==> config.mk <==
export PLATFORM = sky130hd
export DESIGN_NAME = gnss_binary_frame_parser_flat
export DESIGN_NICKNAME = d
export VERILOG_FILES = /design/src/rtl/gbfp_pkg.sv /design/src/rtl/gbfp_if.sv /design/src/rtl/gbfp_regs.sv /design/src/rtl/gnss_binary_frame_parser.sv /design/src/flat_wrapper.sv
export SDC_FILE = /design/constraint.sdc
export NUM_CORES = 1
export LEC_CHECK = 0
export BUFFER_PORTS_ARGS = -buffer_cell sky130_fd_sc_hd__buf_2
export CAP_MARGIN = 20
export CELL_PAD_IN_SITES_DETAIL_PLACEMENT = 1
export CELL_PAD_IN_SITES_GLOBAL_PLACEMENT = 2
export CORE_MARGIN = 1
export CORE_UTILIZATION = 37
export DETAILED_ROUTE_END_ITERATION = 8
export PLACE_DENSITY = 0.84
export SLEW_MARGIN = 25
export SYNTH_ARGS = -nofsm -noshare
export SYNTH_HDL_FRONTEND = slang
export SYNTH_SLANG_ARGS = --single-unit
==> constraint.sdc <==
create_clock -name clock -period 4.4 [get_ports clock]
set_clock_uncertainty 0.1 [all_clocks]
set_input_delay 0.22 -clock clock [delete_from_list [all_inputs] [get_ports clock]]
set_output_delay 0.22 -clock clock [all_outputs]
set_load 0.01 [all_outputs]
==> src/rtl/gbfp_pkg.sv <==
package gbfp_pkg;

   // frame constants
   localparam logic [7:0] SYNC_FIRST  = 8'hB5;
   localparam logic [7:0] SYNC_SECOND = 8'h62;

   // register port widths
   localparam int CSR_INDEX_W = 8;
   localparam int CSR_DATA_W  = 16;

   // register reset values
   localparam logic [15:0] GAP_LIMIT_RST       = 16'd2500;
   localparam logic [7:0]  LOWEST_CLASS_RST    = 8'h01;
   localparam logic [7:0]  HIGHEST_CLASS_RST   = 8'h28;
   localparam logic [15:0] LONGEST_PAYLOAD_RST = 16'hFFFF;

   // saturation value of the silence counter
   localparam logic [15:0] SILENCE_MAX = 16'hFFFF;

   // register indexes
   typedef enum logic [CSR_INDEX_W-1:0] {
      REG_GAP_LIMIT       = 8'd0,
      REG_LOWEST_CLASS    = 8'd1,
      REG_HIGHEST_CLASS   = 8'd2,
      REG_LONGEST_PAYLOAD = 8'd3
   } csr_index_type;

   // parser phases
   typedef enum logic [3:0] {
      PH_HUNT1    = 4'd0,
      PH_HUNT2    = 4'd1,
      PH_CLASS    = 4'd2,
      PH_ID       = 4'd3,
      PH_LEN_LO   = 4'd4,
      PH_LEN_HI   = 4'd5,
      PH_PAYLOAD  = 4'd6,
      PH_CK_A     = 4'd7,
      PH_CK_B_OK  = 4'd8,
      PH_CK_B_BAD = 4'd9
   } phase_type;

   // result status codes
   typedef enum logic [2:0] {
      ST_HUNT     = 3'd0,
      ST_HEADER   = 3'd1,
      ST_PAYLOAD  = 3'd2,
      ST_OK       = 3'd3,
      ST_CKBAD    = 3'd4,
      ST_CLASSBAD = 3'd5,
      ST_GAP      = 3'd6,
      ST_LONG     = 3'd7
   } status_type;

   // configuration seen by the parser
   typedef struct packed {
      logic [15:0] gap_limit;
      logic [7:0]  lowest_class;
      logic [7:0]  highest_class;
      logic [15:0] longest_payload;
   } cfg_type;

endpackage

==> src/rtl/gbfp_if.sv <==
// input channel: one byte or one tick per transaction
interface gbfp_req_if;
   logic       valid;
   logic       ready;
   logic       mode;
   logic [7:0] data_byte;

   modport source (output valid, output mode, output data_byte, input ready);
   modport sink   (input valid, input mode, input data_byte, output ready);
endinterface

// result channel: one result per transaction
interface gbfp_rsp_if;
   logic        valid;
   logic        ready;
   logic [2:0]  status;
   logic [7:0]  payload_byte;
   logic [15:0] payload_index;
   logic [7:0]  msg_class;
   logic [7:0]  msg_id;
   logic [15:0] msg_length;

   modport source (output valid, output status, output payload_byte, output payload_index,
                   output msg_class, output msg_id, output msg_length, input ready);
   modport sink   (input valid, input status, input payload_byte, input payload_index,
                   input msg_class, input msg_id, input msg_length, output ready);
endinterface

// configuration write channel
interface gbfp_csr_if;
   logic                             valid;
   logic                             ready;
   logic [gbfp_pkg::CSR_INDEX_W-1:0] index;
   logic [gbfp_pkg::CSR_DATA_W-1:0]  data;

   modport source (output valid, output index, output data, input ready);
   modport sink   (input valid, input index, input data, output ready);
endinterface

==> src/rtl/gbfp_regs.sv <==
module gbfp_regs (
   input  logic              clock,
   input  logic              reset,
   gbfp_csr_if.sink          csr_chan,
   output gbfp_pkg::cfg_type cfg
);

   gbfp_pkg::cfg_type cfg_ff;
   gbfp_pkg::cfg_type cfg_in;
   logic              wr_en;

   // writes are always taken
   assign csr_chan.ready = 1'b1;
   assign wr_en          = csr_chan.valid;

   // register decode, unknown indexes ignored
   always_comb begin
      cfg_in = cfg_ff;
      if (wr_en) begin
         case (gbfp_pkg::csr_index_type'(csr_chan.index))
            gbfp_pkg::REG_GAP_LIMIT:       cfg_in.gap_limit       = csr_chan.data;
            gbfp_pkg::REG_LOWEST_CLASS:    cfg_in.lowest_class    = csr_chan.data[7:0];
            gbfp_pkg::REG_HIGHEST_CLASS:   cfg_in.highest_class   = csr_chan.data[7:0];
            gbfp_pkg::REG_LONGEST_PAYLOAD: cfg_in.longest_payload = csr_chan.data;
            default: ;
         endcase
      end
   end

   always_ff @(posedge clock) begin
      if (reset) begin
         cfg_ff.gap_limit       <= gbfp_pkg::GAP_LIMIT_RST;
         cfg_ff.lowest_class    <= gbfp_pkg::LOWEST_CLASS_RST;
         cfg_ff.highest_class   <= gbfp_pkg::HIGHEST_CLASS_RST;
         cfg_ff.longest_payload <= gbfp_pkg::LONGEST_PAYLOAD_RST;
      end else begin
         cfg_ff <= cfg_in;
      end
   end

   assign cfg = cfg_ff;

endmodule

==> src/rtl/gnss_binary_frame_parser.sv <==
// result: registered, on the rsp channel in the cycle after its input transaction
// throughput: one transaction per cycle; the single result register sets the pace and
//   a new input is taken whenever that register is empty or being drained in the same cycle
// reset: synchronous, active high; parser returns to sync hunting with cleared sums,
//   counters and frame fields, and the configuration registers take their defaults
module gnss_binary_frame_parser (
   input  logic       clock,
   input  logic       reset,
   gbfp_req_if.sink   req_chan,
   gbfp_rsp_if.source rsp_chan,
   gbfp_csr_if.sink   csr_chan
);

   gbfp_pkg::cfg_type cfg;

   // parser state
   gbfp_pkg::phase_type phase_ff, phase_in;
   logic [15:0] byte_pos_ff, byte_pos_in;
   logic [15:0] pay_len_ff, pay_len_in;
   logic [7:0]  frame_class_ff, frame_class_in;
   logic [7:0]  frame_id_ff, frame_id_in;
   logic [7:0]  sum_a_ff, sum_a_in;
   logic [7:0]  sum_b_ff, sum_b_in;
   logic [15:0] silence_ff, silence_in;
   logic        byte_seen_ff, byte_seen_in;

   // result register
   logic        rsp_valid_ff, rsp_valid_in;
   logic [2:0]  rsp_status_ff;
   logic [7:0]  rsp_pbyte_ff;
   logic [15:0] rsp_pindex_ff;
   logic [7:0]  rsp_class_ff;
   logic [7:0]  rsp_id_ff;
   logic [15:0] rsp_length_ff;

   gbfp_pkg::status_type res_status;
   logic [7:0]  res_pbyte;
   logic [15:0] res_pindex;

   logic        accept;
   logic [7:0]  b;
   logic [7:0]  sum_a_add;
   logic [7:0]  sum_b_add;
   logic [15:0] silence_inc;
   logic [15:0] len_full;
   logic [15:0] pos_next;

   gbfp_regs u_regs (
      .clock    (clock),
      .reset    (reset),
      .csr_chan (csr_chan),
      .cfg      (cfg)
   );

   // take a new transaction when the result slot is free or drains now
   assign req_chan.ready = !rsp_valid_ff || rsp_chan.ready;
   assign accept         = req_chan.valid && req_chan.ready;
   assign b              = req_chan.data_byte;

   // fletcher sums, length assembly, counters
   assign sum_a_add   = sum_a_ff + b;
   assign sum_b_add   = sum_b_ff + sum_a_add;
   assign silence_inc = (silence_ff == gbfp_pkg::SILENCE_MAX) ? silence_ff : silence_ff + 16'd1;
   assign len_full    = {b, pay_len_ff[7:0]};
   assign pos_next    = byte_pos_ff + 16'd1;

   // next state and result for one transaction
   always_comb begin
      phase_in       = phase_ff;
      byte_pos_in    = byte_pos_ff;
      pay_len_in     = pay_len_ff;
      frame_class_in = frame_class_ff;
      frame_id_in    = frame_id_ff;
      sum_a_in       = sum_a_ff;
      sum_b_in       = sum_b_ff;
      silence_in     = silence_ff;
      byte_seen_in   = byte_seen_ff;
      res_status     = gbfp_pkg::ST_HUNT;
      res_pbyte      = 8'd0;
      res_pindex     = 16'd0;

      if (accept) begin
         if (req_chan.mode) begin
            // time tick: count silence, drop a partial frame on timeout
            silence_in = silence_inc;
            if (byte_seen_ff && phase_ff != gbfp_pkg::PH_HUNT1 &&
                silence_inc > cfg.gap_limit) begin
               phase_in   = gbfp_pkg::PH_HUNT1;
               res_status = gbfp_pkg::ST_GAP;
            end
         end else begin
            silence_in   = 16'd0;
            byte_seen_in = 1'b1;
            case (phase_ff)
               gbfp_pkg::PH_HUNT1: begin
                  if (b == gbfp_pkg::SYNC_FIRST) phase_in = gbfp_pkg::PH_HUNT2;
               end
               gbfp_pkg::PH_HUNT2: begin
                  if (b == gbfp_pkg::SYNC_SECOND) begin
                     phase_in       = gbfp_pkg::PH_CLASS;
                     frame_class_in = 8'd0;
                     frame_id_in    = 8'd0;
                     pay_len_in     = 16'd0;
                     sum_a_in       = 8'd0;
                     sum_b_in       = 8'd0;
                     res_status     = gbfp_pkg::ST_HEADER;
                  end else if (b != gbfp_pkg::SYNC_FIRST) begin
                     phase_in = gbfp_pkg::PH_HUNT1;
                  end
               end
               gbfp_pkg::PH_CLASS: begin
                  sum_a_in       = sum_a_add;
                  sum_b_in       = sum_b_add;
                  frame_class_in = b;
                  if (b < cfg.lowest_class || b > cfg.highest_class) begin
                     phase_in   = gbfp_pkg::PH_HUNT1;
                     res_status = gbfp_pkg::ST_CLASSBAD;
                  end else begin
                     phase_in   = gbfp_pkg::PH_ID;
                     res_status = gbfp_pkg::ST_HEADER;
                  end
               end
               gbfp_pkg::PH_ID: begin
                  sum_a_in    = sum_a_add;
                  sum_b_in    = sum_b_add;
                  frame_id_in = b;
                  phase_in    = gbfp_pkg::PH_LEN_LO;
                  res_status  = gbfp_pkg::ST_HEADER;
               end
               gbfp_pkg::PH_LEN_LO: begin
                  sum_a_in   = sum_a_add;
                  sum_b_in   = sum_b_add;
                  pay_len_in = {8'd0, b};
                  phase_in   = gbfp_pkg::PH_LEN_HI;
                  res_status = gbfp_pkg::ST_HEADER;
               end
               gbfp_pkg::PH_LEN_HI: begin
                  sum_a_in    = sum_a_add;
                  sum_b_in    = sum_b_add;
                  pay_len_in  = len_full;
                  byte_pos_in = 16'd0;
                  if (len_full > cfg.longest_payload) begin
                     phase_in   = gbfp_pkg::PH_HUNT1;
                     res_status = gbfp_pkg::ST_LONG;
                  end else begin
                     phase_in   = (len_full == 16'd0) ? gbfp_pkg::PH_CK_A
                                                      : gbfp_pkg::PH_PAYLOAD;
                     res_status = gbfp_pkg::ST_HEADER;
                  end
               end
               gbfp_pkg::PH_PAYLOAD: begin
                  sum_a_in    = sum_a_add;
                  sum_b_in    = sum_b_add;
                  res_pbyte   = b;
                  res_pindex  = byte_pos_ff;
                  res_status  = gbfp_pkg::ST_PAYLOAD;
                  byte_pos_in = pos_next;
                  if (pos_next >= pay_len_ff) phase_in = gbfp_pkg::PH_CK_A;
               end
               gbfp_pkg::PH_CK_A: begin
                  phase_in   = (b == sum_a_ff) ? gbfp_pkg::PH_CK_B_OK : gbfp_pkg::PH_CK_B_BAD;
                  res_status = gbfp_pkg::ST_HEADER;
               end
               gbfp_pkg::PH_CK_B_OK: begin
                  res_status = (b == sum_b_ff) ? gbfp_pkg::ST_OK : gbfp_pkg::ST_CKBAD;
                  phase_in   = gbfp_pkg::PH_HUNT1;
               end
               gbfp_pkg::PH_CK_B_BAD: begin
                  res_status = gbfp_pkg::ST_CKBAD;
                  phase_in   = gbfp_pkg::PH_HUNT1;
               end
               default: begin
                  phase_in = gbfp_pkg::PH_HUNT1;
               end
            endcase
         end
      end
   end

   // result slot occupancy
   always_comb begin
      if (accept)              rsp_valid_in = 1'b1;
      else if (rsp_chan.ready) rsp_valid_in = 1'b0;
      else                     rsp_valid_in = rsp_valid_ff;
   end

   // control and parser state
   always_ff @(posedge clock) begin
      if (reset) begin
         phase_ff       <= gbfp_pkg::PH_HUNT1;
         byte_pos_ff    <= 16'd0;
         pay_len_ff     <= 16'd0;
         frame_class_ff <= 8'd0;
         frame_id_ff    <= 8'd0;
         sum_a_ff       <= 8'd0;
         sum_b_ff       <= 8'd0;
         silence_ff     <= 16'd0;
         byte_seen_ff   <= 1'b0;
         rsp_valid_ff   <= 1'b0;
      end else begin
         phase_ff       <= phase_in;
         byte_pos_ff    <= byte_pos_in;
         pay_len_ff     <= pay_len_in;
         frame_class_ff <= frame_class_in;
         frame_id_ff    <= frame_id_in;
         sum_a_ff       <= sum_a_in;
         sum_b_ff       <= sum_b_in;
         silence_ff     <= silence_in;
         byte_seen_ff   <= byte_seen_in;
         rsp_valid_ff   <= rsp_valid_in;
      end
   end

   // result payload, loaded per transaction
   always_ff @(posedge clock) begin
      if (accept) begin
         rsp_status_ff <= res_status;
         rsp_pbyte_ff  <= res_pbyte;
         rsp_pindex_ff <= res_pindex;
         rsp_class_ff  <= frame_class_in;
         rsp_id_ff     <= frame_id_in;
         rsp_length_ff <= pay_len_in;
      end
   end

   assign rsp_chan.valid         = rsp_valid_ff;
   assign rsp_chan.status        = rsp_status_ff;
   assign rsp_chan.payload_byte  = rsp_pbyte_ff;
   assign rsp_chan.payload_index = rsp_pindex_ff;
   assign rsp_chan.msg_class     = rsp_class_ff;
   assign rsp_chan.msg_id        = rsp_id_ff;
   assign rsp_chan.msg_length    = rsp_length_ff;

endmodule

==> src/flat_wrapper.sv <==
// flat-port wrapper written by rule: the top's interface ports become plain ports
module gnss_binary_frame_parser_flat 
  (clock, reset, req_chan_valid, req_chan_mode, req_chan_data_byte, req_chan_ready, rsp_chan_valid, rsp_chan_status, rsp_chan_payload_byte, rsp_chan_payload_index, rsp_chan_msg_class, rsp_chan_msg_id, rsp_chan_msg_length, rsp_chan_ready, csr_chan_valid, csr_chan_index, csr_chan_data, csr_chan_ready);
  gbfp_req_if req_chan_i ();
  gbfp_rsp_if rsp_chan_i ();
  gbfp_csr_if csr_chan_i ();
  input  logic clock;
  input  logic reset;
  input wire logic [$bits(req_chan_i.valid)-1:0] req_chan_valid;
  input wire logic [$bits(req_chan_i.mode)-1:0] req_chan_mode;
  input wire logic [$bits(req_chan_i.data_byte)-1:0] req_chan_data_byte;
  output wire logic [$bits(req_chan_i.ready)-1:0] req_chan_ready;
  output wire logic [$bits(rsp_chan_i.valid)-1:0] rsp_chan_valid;
  output wire logic [$bits(rsp_chan_i.status)-1:0] rsp_chan_status;
  output wire logic [$bits(rsp_chan_i.payload_byte)-1:0] rsp_chan_payload_byte;
  output wire logic [$bits(rsp_chan_i.payload_index)-1:0] rsp_chan_payload_index;
  output wire logic [$bits(rsp_chan_i.msg_class)-1:0] rsp_chan_msg_class;
  output wire logic [$bits(rsp_chan_i.msg_id)-1:0] rsp_chan_msg_id;
  output wire logic [$bits(rsp_chan_i.msg_length)-1:0] rsp_chan_msg_length;
  input wire logic [$bits(rsp_chan_i.ready)-1:0] rsp_chan_ready;
  input wire logic [$bits(csr_chan_i.valid)-1:0] csr_chan_valid;
  input wire logic [$bits(csr_chan_i.index)-1:0] csr_chan_index;
  input wire logic [$bits(csr_chan_i.data)-1:0] csr_chan_data;
  output wire logic [$bits(csr_chan_i.ready)-1:0] csr_chan_ready;
  assign req_chan_i.valid = req_chan_valid;
  assign req_chan_i.mode = req_chan_mode;
  assign req_chan_i.data_byte = req_chan_data_byte;
  assign req_chan_ready = req_chan_i.ready;
  assign rsp_chan_valid = rsp_chan_i.valid;
  assign rsp_chan_status = rsp_chan_i.status;
  assign rsp_chan_payload_byte = rsp_chan_i.payload_byte;
  assign rsp_chan_payload_index = rsp_chan_i.payload_index;
  assign rsp_chan_msg_class = rsp_chan_i.msg_class;
  assign rsp_chan_msg_id = rsp_chan_i.msg_id;
  assign rsp_chan_msg_length = rsp_chan_i.msg_length;
  assign rsp_chan_i.ready = rsp_chan_ready;
  assign csr_chan_i.valid = csr_chan_valid;
  assign csr_chan_i.index = csr_chan_index;
  assign csr_chan_i.data = csr_chan_data;
  assign csr_chan_ready = csr_chan_i.ready;
  gnss_binary_frame_parser u_core (.clock(clock), .reset(reset), .req_chan(req_chan_i), .rsp_chan(rsp_chan_i), .csr_chan(csr_chan_i));
endmodule
-- Yosys cells after proc, flatten, opt, wreduce, memory -nomap -nowiden
Cells that the tools add are included.
- word-level logic and storage cells: 116
- output and inout port bits: 62
- register bits: 193
- $lt $le $gt $ge: 5
- equality and inequality tests: 23
- reductions and logical operators: 24
- multiplexer cells: 38
- bitwise logic cells: 2
- $add $sub $neg: 4
- operators by type and width (cell ; count):
    2-to-1 mux 16 bit ; 5
    one-hot mux 8 bit (2 select lines) ; 4
    2-to-1 mux 8 bit ; 7
    one-hot mux 16 bit (3 select lines) ; 1
    adder 16 x 1 -> 16 bit (second input constant) ; 2
    greater-than comparator 16 bit ; 2
    one-hot mux 16 bit (2 select lines) ; 1
    one-hot mux 4 bit (8 select lines) ; 1
    2-to-1 mux 4 bit ; 7
    one-hot mux 3 bit (7 select lines) ; 1
    adder 8 bit ; 2
    equality test 16 bit (second input constant) ; 1
    equality test 4 x 3 -> 1 bit (second input constant) ; 4
    equality test 8 x 2 -> 1 bit (second input constant) ; 2
    equality test 8 bit ; 2
    greater-or-equal comparator 16 bit ; 1
    zero test 16 bit ; 1
    2-to-1 mux 3 bit ; 5
    AND reduction 2 bit ; 5
    equality test 4 x 2 -> 1 bit (second input constant) ; 2
    equality test 4 bit (second input constant) ; 2
    equality test 8 x 1 -> 1 bit (second input constant) ; 1
    equality test 8 x 7 -> 1 bit (second input constant) ; 1
    equality test 8 bit (second input constant) ; 1
    23 further kinds ; 35

-- Depth between registers and ports, before layout
Gate-level depths: netlist of run 1.
- depth in word-level cells: 6
- mapped depth: 16
- gate-level depth less buffers: 15

-- Hierarchy
A second synthesis of run 1 with hierarchy kept.
- cell total of the unflattened synthesis: 1101
- area total of the unflattened synthesis: 10476.3 um2
- modules (own cells, without submodules) (module ; cells each ; seq. area each (um2) ; area each (um2) ; times used):
    gnss_binary_frame_parser ; 906 ; 3493.4 ; 8463.1 ; 1
    gbfp_regs ; 195 ; 960.9 ; 2013.2 ; 1

-- Least setup slack after synthesis of run 1
Ideal clock, no wire load.
- kind: register -> register
- start point: register u_core.silence_ff[3]
- end point: register u_core.phase_ff[3]
- stages on the path, launching flop included: 15
- arrival: 3.807 ns
- setup time: 0.070 ns
- buffers on the path: 1
- period minus slack after synthesis: 3.977 ns
- required time: 4.230 ns
- slack: 0.423 ns
- cell sequence: dfxtp_1 -> clkbuf_1 -> and4_1 -> nand4_1 -> nor3_1 -> nor3_1 -> xor2_1 -> ha_1 -> nand4_1 -> or4_1 -> a21oi_1 -> o31a_1 -> o2111ai_1 -> or4_1 -> a21oi_1
- longest elaborated chain between the ends: 6
- elaborated cells between the ends (all ways): 7
- RTL lines (element ; line ; source):
    start: declaration ; gnss_binary_frame_parser.sv:24 ; logic [15:0] silence_ff, silence_in;
    start signal: assignment ; gnss_binary_frame_parser.sv:208 ; silence_ff <= silence_in;
    adder 16 x 1 -> 16 bit / equality test 16 bit (equally long branches) ; gnss_binary_frame_parser.sv:63 ; assign silence_inc = (silence_ff == gbfp_pkg::SILENCE_MAX) ? silence_ff : silence_ff + 16'd1;
    2-to-1 mux 16 bit * ; gnss_binary_frame_parser.sv:63 ;
    greater-than comparator 16 bit * ; gnss_binary_frame_parser.sv:87 ; silence_inc > cfg.gap_limit) begin
    logical AND 1 bit * ; gnss_binary_frame_parser.sv:86 ; if (byte_seen_ff && phase_ff != gbfp_pkg::PH_HUNT1 &&
    != test 2 x 1 -> 1 bit (no line) * ; -- ;
    AND reduction 5 bit (no line) * ; -- ;
    end signal: assignment ; gnss_binary_frame_parser.sv:190 ; phase_ff <= gbfp_pkg::PH_HUNT1;
    end signal: assignment ; gnss_binary_frame_parser.sv:201 ; phase_ff <= phase_in;
    end: declaration ; gnss_binary_frame_parser.sv:17 ; gbfp_pkg::phase_type phase_ff, phase_in;
Every way passes the cells marked *; elsewhere a longest branch is shown, timed or not.
A chain may end at the register's enable or synchronous reset.

-- Final worst setup path of run 1
- start point: register u_core.silence_ff[4]
- end point: register u_core.phase_ff[2]
The elaborated chain is that of the path after synthesis.

==> results of run 1 <==
==> power by group through the flow <==
stage	Clock [W]	Sequential [W]	Combinational (W)
3_3_place_gp	0	0.00191	0.000212
3_5_place_dp	0	0.00191	0.000217
5_1_grt	0.00180	0.00187	0.000245
2_1_floorplan	0	0.00192	0.000102
4_1_cts	0.00174	0.00187	0.000226
6_report	0.00170	0.00187	0.000223
==> cell families after synthesis <==
kind of cell               after synthesis
AOI/OAI and AO/OA                      220
xor gates and xnor gates                44
adders and majority gates               81
buffers and inverters                  132
DFF                                    193
muxes                                   28
other                                    1
and+or+nand+nor                        393
==> through the flow <==
step | cells | utilization (%) | setup WS, ns | total power [W]
floorplan | 1092 | - | 0.423 | 0.00202
global placement | 1489 | 40.7 | 0.429 | 0.00212
detailed placement | 1489 | 40.7 | 0.332 | 0.00212
CTS | 1534 | 43.6 | 0.268 | 0.00383
global route | 1534 | 43.6 | 0.0743 | 0.00391
finish | 1534 | 43.6 | 0.302 | 0.00379
==> cell type report <==
class | count | area [µm²] | area share (%)
flip-flops and latches | 193 | 4460 | 37.9
clock buffers | 17 | 425 | 3.62
well taps | 341 | 427 | 3.63
multi-input cells | 767 | 5200 | 44.3
repair buffers | 125 | 726 | 6.18
inverters | 76 | 285 | 2.43
clock inverters | 15 | 226 | 1.93
==> state kept, by name (all words and copies together), names as in the netlist, 16 cells and up <==
register                       cells
u_core.u_regs.cfg                 48
u_core.byte_pos_ff                16
u_core.pay_len_ff                 16
u_core.rsp_chan.msg_length        16
u_core.rsp_chan.payload_index     16
u_core.silence_ff                 16
==> worst paths after layout <==
kind / start / endpoint / slack (ns)
worst max-delay path: u_core.silence_ff[4] / u_core.phase_ff[2] / 0.30
worst min-delay path: csr_chan_index[1] / u_core.u_regs.cfg[0] / 0.01
worst max register to register: u_core.silence_ff[4] / u_core.phase_ff[2] / 0.30
worst min register to register: u_core.u_regs.cfg[21] / u_core.u_regs.cfg[21] / 0.39
==> routing by layer <==
metal	vias to the layer above	wire length, µm	GRT usage, %
met5	-	0	0
met2	152	13600	35.3
met3	32	696	2.37
met1	4072	13900	28.1
li1	4061	-	-
met4	0	419	5.62
==> cell usage in the layout, fill, tap and decap left out, types with 4 or more instances in the layout <==
| master | count |
|---|---|
| nor3_1 | 18 |
| nand2b_1 | 5 |
| dlygate4sd3_1 | 13 |
| ha_1 | 79 |
| nand2_1 | 71 |
| nor2b_1 | 5 |
| or3_1 | 7 |
| nand3_1 | 44 |
| a31oi_1 | 5 |
| inv_1 | 74 |
| edfxtp_1 | 59 |
| mux2i_1 | 28 |
| nand3b_1 | 8 |
| clkbuf_16 | 17 |
| clkinv_8 | 5 |
| buf_2 | 98 |
| o21a_1 | 7 |
| o41ai_1 | 4 |
| inv_12 | 7 |
| dfxtp_1 | 133 |
| and3_1 | 6 |
| nand4_1 | 25 |
| o211ai_1 | 25 |
| a22oi_1 | 13 |
| nor2_1 | 107 |
| or4_1 | 6 |
| a22o_1 | 32 |
| nor4_1 | 11 |
| a21oi_1 | 71 |
| buf_4 | 14 |
| a21o_1 | 12 |
| and2_1 | 61 |
| xor2_1 | 15 |
| a211oi_1 | 6 |
| xnor2_1 | 29 |
| o21bai_1 | 4 |
| o21ai_0 | 27 |
==> tightest hold or removal path, delay by kind of cell <==
family | cells | cell delay, ns
simple gates | 3 | 0.18
buf+inv | 1 | 0.13
==> what timing repair did <==
item,CTS,global route
hold endpoints to repair,24,0
setup buffers,0,0
gates resized for setup,0,3
hold buffers,13,0
setup endpoints to repair,0,3
==> key figures, run 1 <==
Run status
  • Status: finished clean

Critical path
  • Cell Chain, Critical Path: and4_2, nand4_1, or3_1, buf_4, nand2_1, xnor2_1, ha_1, nand2_1, or4_1, o2111a_1, o31a_1, o2111ai_1, buf_4, nor2_1, a211oi_1
  • Critical-path maximum fanout: 13
  • Worst Path Arrival: 4.36 ns
  • CP max-delay cell: or3_1
  • CP required: 4.66 ns
  • CP Launch Type: flop
  • FF-to-FF path depth: 15
  • Critical Setup Path Class: flop to flop
  • Crit. End Element: flop
  • Bufs and invs on worst path: 2
  • Delay-heaviest family, CP: simple AND/OR/NAND/NOR gates
  • Max stage delay on crit path: 0.51 ns
  • Critical Path Stages: 15

Route
  • Total Wirelength: 28700 µm
  • Drt first pass iters: 4
  • WL/cell: 18.7 µm
  • Via/cell ratio: 5.42
  • DRT antenna net count: 0
  • Drt initial violations: 511
  • DR vias: 8317
  • Drt drc: 0

Power
  • Comb pwr share: 5.9%
  • Lkg Pwr: 4.92 nW
  • Part of the power in registers: 49.2%
  • Max VDD drop: 0.221 mV
  • P_sw: 0.00105 W
  • Switching Fraction: 27.7%
  • Clock Power Share: 44.9%
  • Internal: 0.00274 W
  • Power per cell area: 323 mW/mm²

Floorplan
  • Die H: 168 µm
  • I/O Pins: 100
  • Die area: 0.0282 mm²
  • Die width: 168 µm
  • Row count: 60
  • Core ar.: 0.0270 mm²
  • Initial Utilization: 37.7%

Logic synthesis
  • Syn avg cell area: 9.31 µm²
  • Top post-synthesis cells by count: 134 x dfxtp_1, 107 x nor2_1, 79 x ha_1
  • Post-synthesis compound-gate area fraction: 14.5%
  • Fraction of registers with async set or reset after synthesis: 0%
  • Adder-cell share of the synthesized area: 10.1%
  • Synth warn: 0
  • Register area share after synthesis: 43.8%
  • Netlist area before placement: 0.0102 mm²
  • Cell taking the most area after synthesis: dfxtp_1
  • Largest cells by area after synthesis: dfxtp_1 26%, edfxtp_1 17%, ha_1 9.7%
  • Post-Synth XOR/XNOR Area: 3.79%
  • Post-Synth Simple-Gate Area: 19.8%
  • Number of flops mapped to enable cells by yosys: 59
  • Top_reg_cell synth: dfxtp_1
  • Cells after synthesis: 1092
  • Mux contribution to synthesized area: 2.76%
  • Syn nets: 1211
  • Number of synthesized register bits: 193
  • Largest family of logic cells by synthesized area: simple AND/OR/NAND/NOR gates
  • Top-area cell type share of the netlist area: 26.4%
  • Most frequent cell after synthesis: dfxtp_1
  • Synth cell types: 58

Clock tree
  • CTS clk-pin slew, worst paths: 0.09 ns
  • Clk_lat worst skew: 0.45 ns
  • H-tree depth: 4
  • Number of CTS-inserted buffers: 17
  • CTS tree: built
  • Clock Path Buffers: 2
  • Clock sink count: 193
  • Root Buffer: clkbuf_16

Min path
  • Worst hold path type: primary input to flop
  • Worst hold stages: 4

Placed design
  • Buffers on Ports: 98
  • Routability cong.: 0.872
  • DP HPWL: 20400 µm
  • Placed inst area: 0.0110 mm²

Timing
  • Hold Worst Slack: 0.0142 ns
  • Slew of the pin with the lowest slew margin: 0.809 ns
  • Slew HR: 45.9%
  • Hold Violations, Final: 0
  • Period utilisation layout: 93.1%
  • Tmin final: 4.10 ns
  • Final setup viols: 0
  • Max Fclk: 244 MHz
  • Final slew viol count: 0
  • Setup_tns: 0 ns
  • RSZ-0062 raised after global routing: false

Layout
  • Final instance area: 0.0117 mm²
  • Inserted Diodes: 0
  • Final nets: 1299
  • Area Growth Syn to Fin: 15.5%
  • Layout fillers: 3105
  • Share of layout cells above drive strength 1: 13.2%

GRT
  • GRT Residual Overflow: 0
  • Vias in the first global route: 8417
  • First-pass GRT wire length: 45800 µm
  • Initial antenna violation count: 0
  • Pin count of the biggest net entering global routing: 41
  • GRT Resource Usage Total: 20.8%

Job
  • Max-Cap Viols: 0
(Power assumes the default switching activity.)
==> inputs of run 2 (changes only) <==
CELL_PAD_IN_SITES_DETAIL_PLACEMENT = default   (was 1)
CELL_PAD_IN_SITES_GLOBAL_PLACEMENT = default   (was 2)
CORE_UTILIZATION = 55   (was 37)
PLACE_DENSITY = 0.8   (was 0.84)
clock period = 3.92 ns   (was 4.4 ns; I/O delays follow)
==> key figures, run 2 (synthesis results as in run 1) <==
Run status
  • Status: finished clean (unchanged)

Floorplan
  • Core ar.: 0.0180 mm² (was 0.0270 mm²)
  • Die H: 138 µm (was 168 µm)
  • Initial Utilization: 56.4% (was 37.7%)
  • Die area: 0.0190 mm² (was 0.0282 mm²)
  • I/O Pins: 100 (unchanged)
  • Row count: 49 (was 60)
  • Die width: 138 µm (was 168 µm)

GRT
  • Vias in the first global route: 7844 (was 8417)
  • First-pass GRT wire length: 39300 µm (was 45800 µm)
  • GRT Resource Usage Total: 27.1% (was 20.8%)
  • GRT Residual Overflow: 0 (unchanged)
  • Pin count of the biggest net entering global routing: 76 (was 41)
  • Initial antenna violation count: 0 (unchanged)

Power
  • Lkg Pwr: 4.98 nW (was 4.92 nW)
  • Power per cell area: 345 mW/mm² (was 323 mW/mm²)
  • Max VDD drop: 0.315 mV (was 0.221 mV)

Critical path
  • Crit. End Element: flop (unchanged)
  • Start point of the critical path: u_core.silence_ff[0] (was u_core.silence_ff[4])
  • Crit path top cell by count: nand4_1
  • CP Launch Type: flop (unchanged)
  • CP required: 4.18 ns (was 4.66 ns)
  • FF-to-FF path depth: 14 (was 15)
  • Max stage delay on crit path: 0.55 ns (was 0.51 ns)
  • Critical Setup Path Class: flop to flop (unchanged)
  • Delay-heaviest family, CP: simple AND/OR/NAND/NOR gates (unchanged)
  • RR Endpoint: u_core.phase_ff[3] (was u_core.phase_ff[2])
  • Worst Path Arrival: 4.04 ns (was 4.36 ns)
  • Critical Path Stages: 14 (was 15)
  • FF-to-FF setup slack: 0.14 ns (was 0.30 ns)
  • CP max-delay cell: or4_4 (was or3_1)
  • Cell Chain, Critical Path: ha_4, and2_1, nand4_1, or3_4, nand4_1, xnor2_1, ha_1, nand4_1, or4_4, a21oi_2, o31a_1, o2111ai_2, or4_1, a21oi_1 (was and4_2, nand4_1, or3_1, buf_4, nand2_1, xnor2_1, ha_1, nand2_1, or4_1, o2111a_1, o31a_1, o2111ai_1, buf_4, nor2_1, a211oi_1)
  • Bufs and invs on worst path: 0 (was 2)
  • Critical-path maximum fanout: 4 (was 13)
  • RR Startpoint: u_core.silence_ff[0] (was u_core.silence_ff[4])
  • Worst Setup EP: u_core.phase_ff[3] (was u_core.phase_ff[2])

Placed design
  • Routability cong.: 0.878 (was 0.872)
  • Buffers on Ports: 98 (unchanged)
  • DP HPWL: 17300 µm (was 20400 µm)
  • Placed inst area: 0.0109 mm² (was 0.0110 mm²)

Layout
  • Share of layout cells above drive strength 1: 15.0% (was 13.2%)
  • Final instance area: 0.0117 mm² (about the same)
  • Layout fillers: 1454 (was 3105)
  • Final nets: 1313 (was 1299)
  • Area Growth Syn to Fin: 15.3% (was 15.5%)
  • Inserted Diodes: 0 (unchanged)
  • Layout Utilization: 65.1% (was 43.6%)
  • Max reg flops: 48 (unchanged)
  • Commonest non-fill, non-tap cells in the layout: 130 x dfxtp_1, 107 x nor2_1, 98 x buf_2 (was 133 x dfxtp_1, 107 x nor2_1, 98 x buf_2)
  • Commonest non-fill, non-tap cell in the layout: dfxtp_1 (unchanged)

Timing
  • Tmin final: 3.78 ns (was 4.10 ns)
  • Slew of the pin with the lowest slew margin: 0.973 ns (was 0.809 ns)
  • Period utilisation layout: 96.4% (was 93.1%)
  • Max Fclk: 265 MHz (was 244 MHz)
  • Final slew viol count: 0 (unchanged)
  • Hold Violations, Final: 0 (unchanged)
  • Final setup viols: 0 (unchanged)
  • Slew HR: 34.7% (was 45.9%)

Clock tree
  • CTS clk-pin slew, worst paths: 0.07 ns (was 0.09 ns)
  • H-tree depth: 4 (unchanged)
  • Number of CTS-inserted buffers: 17 (unchanged)
  • Clk_lat worst skew: 0.44 ns (was 0.45 ns)
  • Clock sink count: 193 (unchanged)
  • Root Buffer: clkbuf_16 (unchanged)
  • CTS tree: built (unchanged)
  • Clock Path Buffers: 2 (unchanged)

Route
  • DR vias: 8367 (was 8317)
  • Via/cell ratio: 5.83 (was 5.42)
  • Total Wirelength: 25100 µm (was 28700 µm)
  • Drt initial violations: 715 (was 511)
  • Drt drc: 0 (unchanged)
  • DRT antenna net count: 0 (unchanged)
  • WL/cell: 17.5 µm (was 18.7 µm)
  • Drt first pass iters: 6 (was 4)

Min path
  • Worst hold path type: primary input to flop (unchanged)

Job
  • Max-Cap Viols: 0 (unchanged)
run 2: cell count changes in the layout (fill, tap and decap cells not counted), sizes merged:
cell and delta:
buf +12, bufinv +1, clkbuf +1, clkinv +2, clkinvlp +2, dlygate4sd3 +2, inv -6
run 2: routing by layer:
layer	GRT usage, %	up-vias	part of all wire, %
li1	-	4081	-
met1	35.2	3938	45
met2	44.9	304	47
met3	4.82	44	6.2
met4	9.78	0	2.2
met5	0	-	0
run 2: worst min-delay path by stage:
stage	cells past startpoint	from	end
2_1_floorplan	2	csr_chan_data[0]	u_core.u_regs.cfg[0]
3_3_place_gp	3	csr_chan_data[11]	u_core.u_regs.cfg[11]
3_5_place_dp	3	csr_chan_data[11]	u_core.u_regs.cfg[11]
4_1_cts	3	csr_chan_data[4]	u_core.u_regs.cfg[20]
5_1_grt	3	csr_chan_data[4]	u_core.u_regs.cfg[28]
6_report	3	csr_chan_data[4]	u_core.u_regs.cfg[20]
run 2: stage by stage:
stage               hold slack [ns]  setup WS (ns)  std cells  TNS, ns  power (W)
global placement              0.338          0.135       1387        0    0.00237
finish                       0.0157          0.140       1436        0    0.00404
floorplan                     0.220         0.0310       1092        0    0.00227
detailed placement            0.346         0.0539       1387        0    0.00237
global route                 0.0182        -0.0562       1436  -0.0721    0.00416
CTS                         0.00593         0.0276       1434        0    0.00406
run 2: layout make-up:
cell class / count / area [µm²] / share of cell area (%)
clock buffers: 18 / 429 / 3.66
repair buffers: 139 / 840 / 7.16
multi-input cells: 767 / 5270 / 45.0
clock inverters: 14 / 154 / 1.31
flip-flops and latches: 193 / 4460 / 38.0
well taps: 229 / 287 / 2.44
inverters: 76 / 285 / 2.43
run 2: timing repair:
action,4_1_cts,5_1_grt
resized for setup,0,19
hold endpoints to repair,34,0
setup buffers,0,2
setup endpoints to repair,0,4
hold buffers,15,0
run 2: tightest hold or removal path: cells and delay by family:
family | cells | cell delay [ns]
and+or+nand+nor | 1 | 0.07
muxes | 1 | 0.09
buffers and inverters | 1 | 0.16
run 2: power breakdown:
part | leakage, nW | switching (W) | internal (W) | total, W
clock | 0.278 | 0.000803 | 0.000899 | 0.00170
sequential | 1.68 | 0.00000963 | 0.00208 | 0.00209
combinational | 3.02 | 0.000164 | 0.0000839 | 0.000248
==> inputs of run 3 (changes only) <==
CORE_ASPECT_RATIO = 0.75   (was default)
==> key figures, run 3 (synthesis results as in run 1) <==
Power
  • Power per cell area: 345 mW/mm² (about the same)
  • Lkg Pwr: 5.05 nW (was 4.98 nW)
  • Max VDD drop: 0.332 mV (was 0.315 mV)
  • Part of the power in registers: 51.2% (was 51.8%)
  • Internal: 0.00303 W (was 0.00307 W)
  • Comb pwr share: 6.3% (was 6.1%)
  • Clock Power Share: 42.5% (was 42.1%)
  • Design Power: 0.00408 W (was 0.00404 W)
  • P_sw: 0.00105 W (was 0.000976 W)
  • Switching Fraction: 25.7% (was 24.1%)

Critical path
  • CP Launch Type: flop (unchanged)
  • Critical Setup Path Class: flop to flop (unchanged)
  • Critical-path maximum fanout: 5 (was 4)
  • Worst Path Arrival: 4.19 ns (was 4.04 ns)
  • Cell Chain, Critical Path: and4_4, nand4_1, buf_4, or3_4, buf_8, nand4_1, xnor2_1, ha_1, nand2_1, or4_4, a21oi_2, o31a_1, o2111ai_2, or4_1, a21oi_2 (was ha_4, and2_1, nand4_1, or3_4, nand4_1, xnor2_1, ha_1, nand4_1, or4_4, a21oi_2, o31a_1, o2111ai_2, or4_1, a21oi_1)
  • Delay-heaviest family, CP: simple AND/OR/NAND/NOR gates (unchanged)
  • CP max-delay cell: or4_4 (unchanged)
  • Bufs and invs on worst path: 2 (was 0)
  • CP required: 4.19 ns (was 4.18 ns)
  • Crit. End Element: flop (unchanged)
  • Max stage delay on crit path: 0.55 ns (about the same)

GRT
  • GRT Residual Overflow: 0 (unchanged)
  • Initial antenna violation count: 0 (unchanged)
  • Pin count of the biggest net entering global routing: 76 (unchanged)
  • GRT Resource Usage Total: 26.9% (was 27.1%)
  • Vias in the first global route: 7926 (was 7844)
  • First-pass GRT wire length: 40500 µm (was 39300 µm)

Clock tree
  • H-tree depth: 4 (unchanged)
  • CTS tree: built (unchanged)
  • Clock sink count: 193 (unchanged)
  • Root Buffer: clkbuf_16 (unchanged)
  • Clock Path Buffers: 2 (unchanged)
  • Number of CTS-inserted buffers: 17 (unchanged)
  • CTS clk-pin slew, worst paths: 0.07 ns (about the same)
  • Clk_lat worst skew: 0.45 ns (was 0.44 ns)

Layout
  • Final nets: 1325 (was 1313)
  • Area Growth Syn to Fin: 16.4% (was 15.3%)
  • FF+latch area: 0.00446 mm² (about the same)
  • Area of the multi-input gates: 0.00526 mm² (was 0.00527 mm²)
  • Share of layout cells above drive strength 1: 15.7% (was 15.0%)
  • Final instance area: 0.0118 mm² (was 0.0117 mm²)
  • Inserted Diodes: 0 (unchanged)
  • Commonest non-fill, non-tap cell in the layout: dfxtp_1 (unchanged)
  • Commonest non-fill, non-tap cells in the layout: 131 x dfxtp_1, 107 x nor2_1, 98 x buf_2 (was 130 x dfxtp_1, 107 x nor2_1, 98 x buf_2)
  • Max reg flops: 48 (unchanged)
  • Final cell count without fillers: 1461 (was 1436)
  • Layout fillers: 1409 (was 1454)

Route
  • Drt drc: 0 (unchanged)
  • DR vias: 8582 (was 8367)
  • WL/cell: 17.2 µm (was 17.5 µm)
  • Via/cell ratio: 5.87 (was 5.83)
  • Drt initial violations: 818 (was 715)
  • DRT antenna net count: 0 (unchanged)
  • Total Wirelength: 25100 µm (about the same)
  • Drt first pass iters: 6 (unchanged)

Job
  • Max-Cap Viols: 0 (unchanged)

Placed design
  • Placed inst area: 0.0109 mm² (about the same)
  • Placed instance count: 1403 (was 1387)
  • Routability cong.: 0.910 (was 0.878)
  • Buffers on Ports: 98 (unchanged)
  • DP HPWL: 17100 µm (was 17300 µm)

Floorplan
  • Initial Utilization: 56.9% (was 56.4%)
  • Row count: 42 (was 49)
  • Die H: 120 µm (was 138 µm)
  • Die width: 159 µm (was 138 µm)
  • I/O Pins: 100 (unchanged)
  • Die area: 0.0190 mm² (about the same)
  • Core ar.: 0.0179 mm² (was 0.0180 mm²)

Timing
  • Final setup viols: 0 (unchanged)
  • Slew of the pin with the lowest slew margin: 0.859 ns (was 0.973 ns)
  • Final slew viol count: 0 (unchanged)
  • Period utilisation layout: 100% (was 96.4%)
  • Tmin final: 3.92 ns (was 3.78 ns)
  • Hold Worst Slack: 0.0163 ns (was 0.0157 ns)
  • Setup_tns: 0 ns (unchanged)
  • Max Fclk: 255 MHz (was 265 MHz)
  • Hold Violations, Final: 0 (unchanged)
  • Slew HR: 42.7% (was 34.7%)

Run status
  • Status: finished clean (unchanged)

Min path
  • Worst hold path type: primary input to flop (unchanged)
## run 3: worst min-delay path: stages
cell and delay, ns:
buf_2 0.13, nand3_1 0.07, nand2_1 0.05, nand3_1 0.07
## run 3: power groups by stage
| stage | registers (W) | logic (W) | clock network (W) |
|---|---|---|---|
| final | 0.00209 | 0.000258 | 0.00174 |
| after global routing | 0.00209 | 0.000277 | 0.00183 |
| after CTS | 0.00209 | 0.000252 | 0.00174 |
| after detailed placement | 0.00214 | 0.000238 | 0 |
| after global placement | 0.00214 | 0.000235 | 0 |
| after floorplan | 0.00216 | 0.000114 | 0 |
## run 3: repair_timing
action / in CTS / in global routing
setup buffers: 1 / 9
hold buffers: 16 / 0
pin swaps: 1 / 13
gates resized for setup: 0 / 18
setup endpoints to repair: 2 / 6
endpoints found under the hold margin: 39 / 0
## run 3: through the flow
stage                     util, %  worst slack [ns]
after floorplan                 -            0.0310
after global placement       61.2             0.174
after detailed placement     61.2         -0.000856
after CTS                    65.5           0.00618
after global routing         66.2           -0.0609
final                        66.2           0.00163
## run 3: worst paths after layout
path	startpoint	to	slack, ns	cells past startpoint
setup reg to reg	u_core.silence_ff[6]	u_core.phase_ff[3]	0.002	15
hold / removal	csr_chan_index[1]	u_core.u_regs.cfg[0]	0.02	4
setup / recovery	u_core.silence_ff[6]	u_core.phase_ff[3]	0.002	15
hold reg to reg	u_core.u_regs.cfg[19]	u_core.u_regs.cfg[19]	0.39	2
## run 3: routing by layer
metal | vias up | track usage (%) | wire length, µm
met5 | - | 0 | 0
met4 | 0 | 8.05 | 509
met3 | 51 | 4.94 | 1760
met2 | 329 | 42.8 | 11300
met1 | 4075 | 37.3 | 11600
li1 | 4127 | - | -
## run 3: cell type report
class | instances | share of cell area (%)
clock buffers | 18 | 3.63
flip-flops and latches | 193 | 37.7
clock inverters | 14 | 1.37
inverters | 76 | 2.41
repair buffers | 151 | 7.91
multi-input cells | 767 | 44.5
well taps | 242 | 2.56
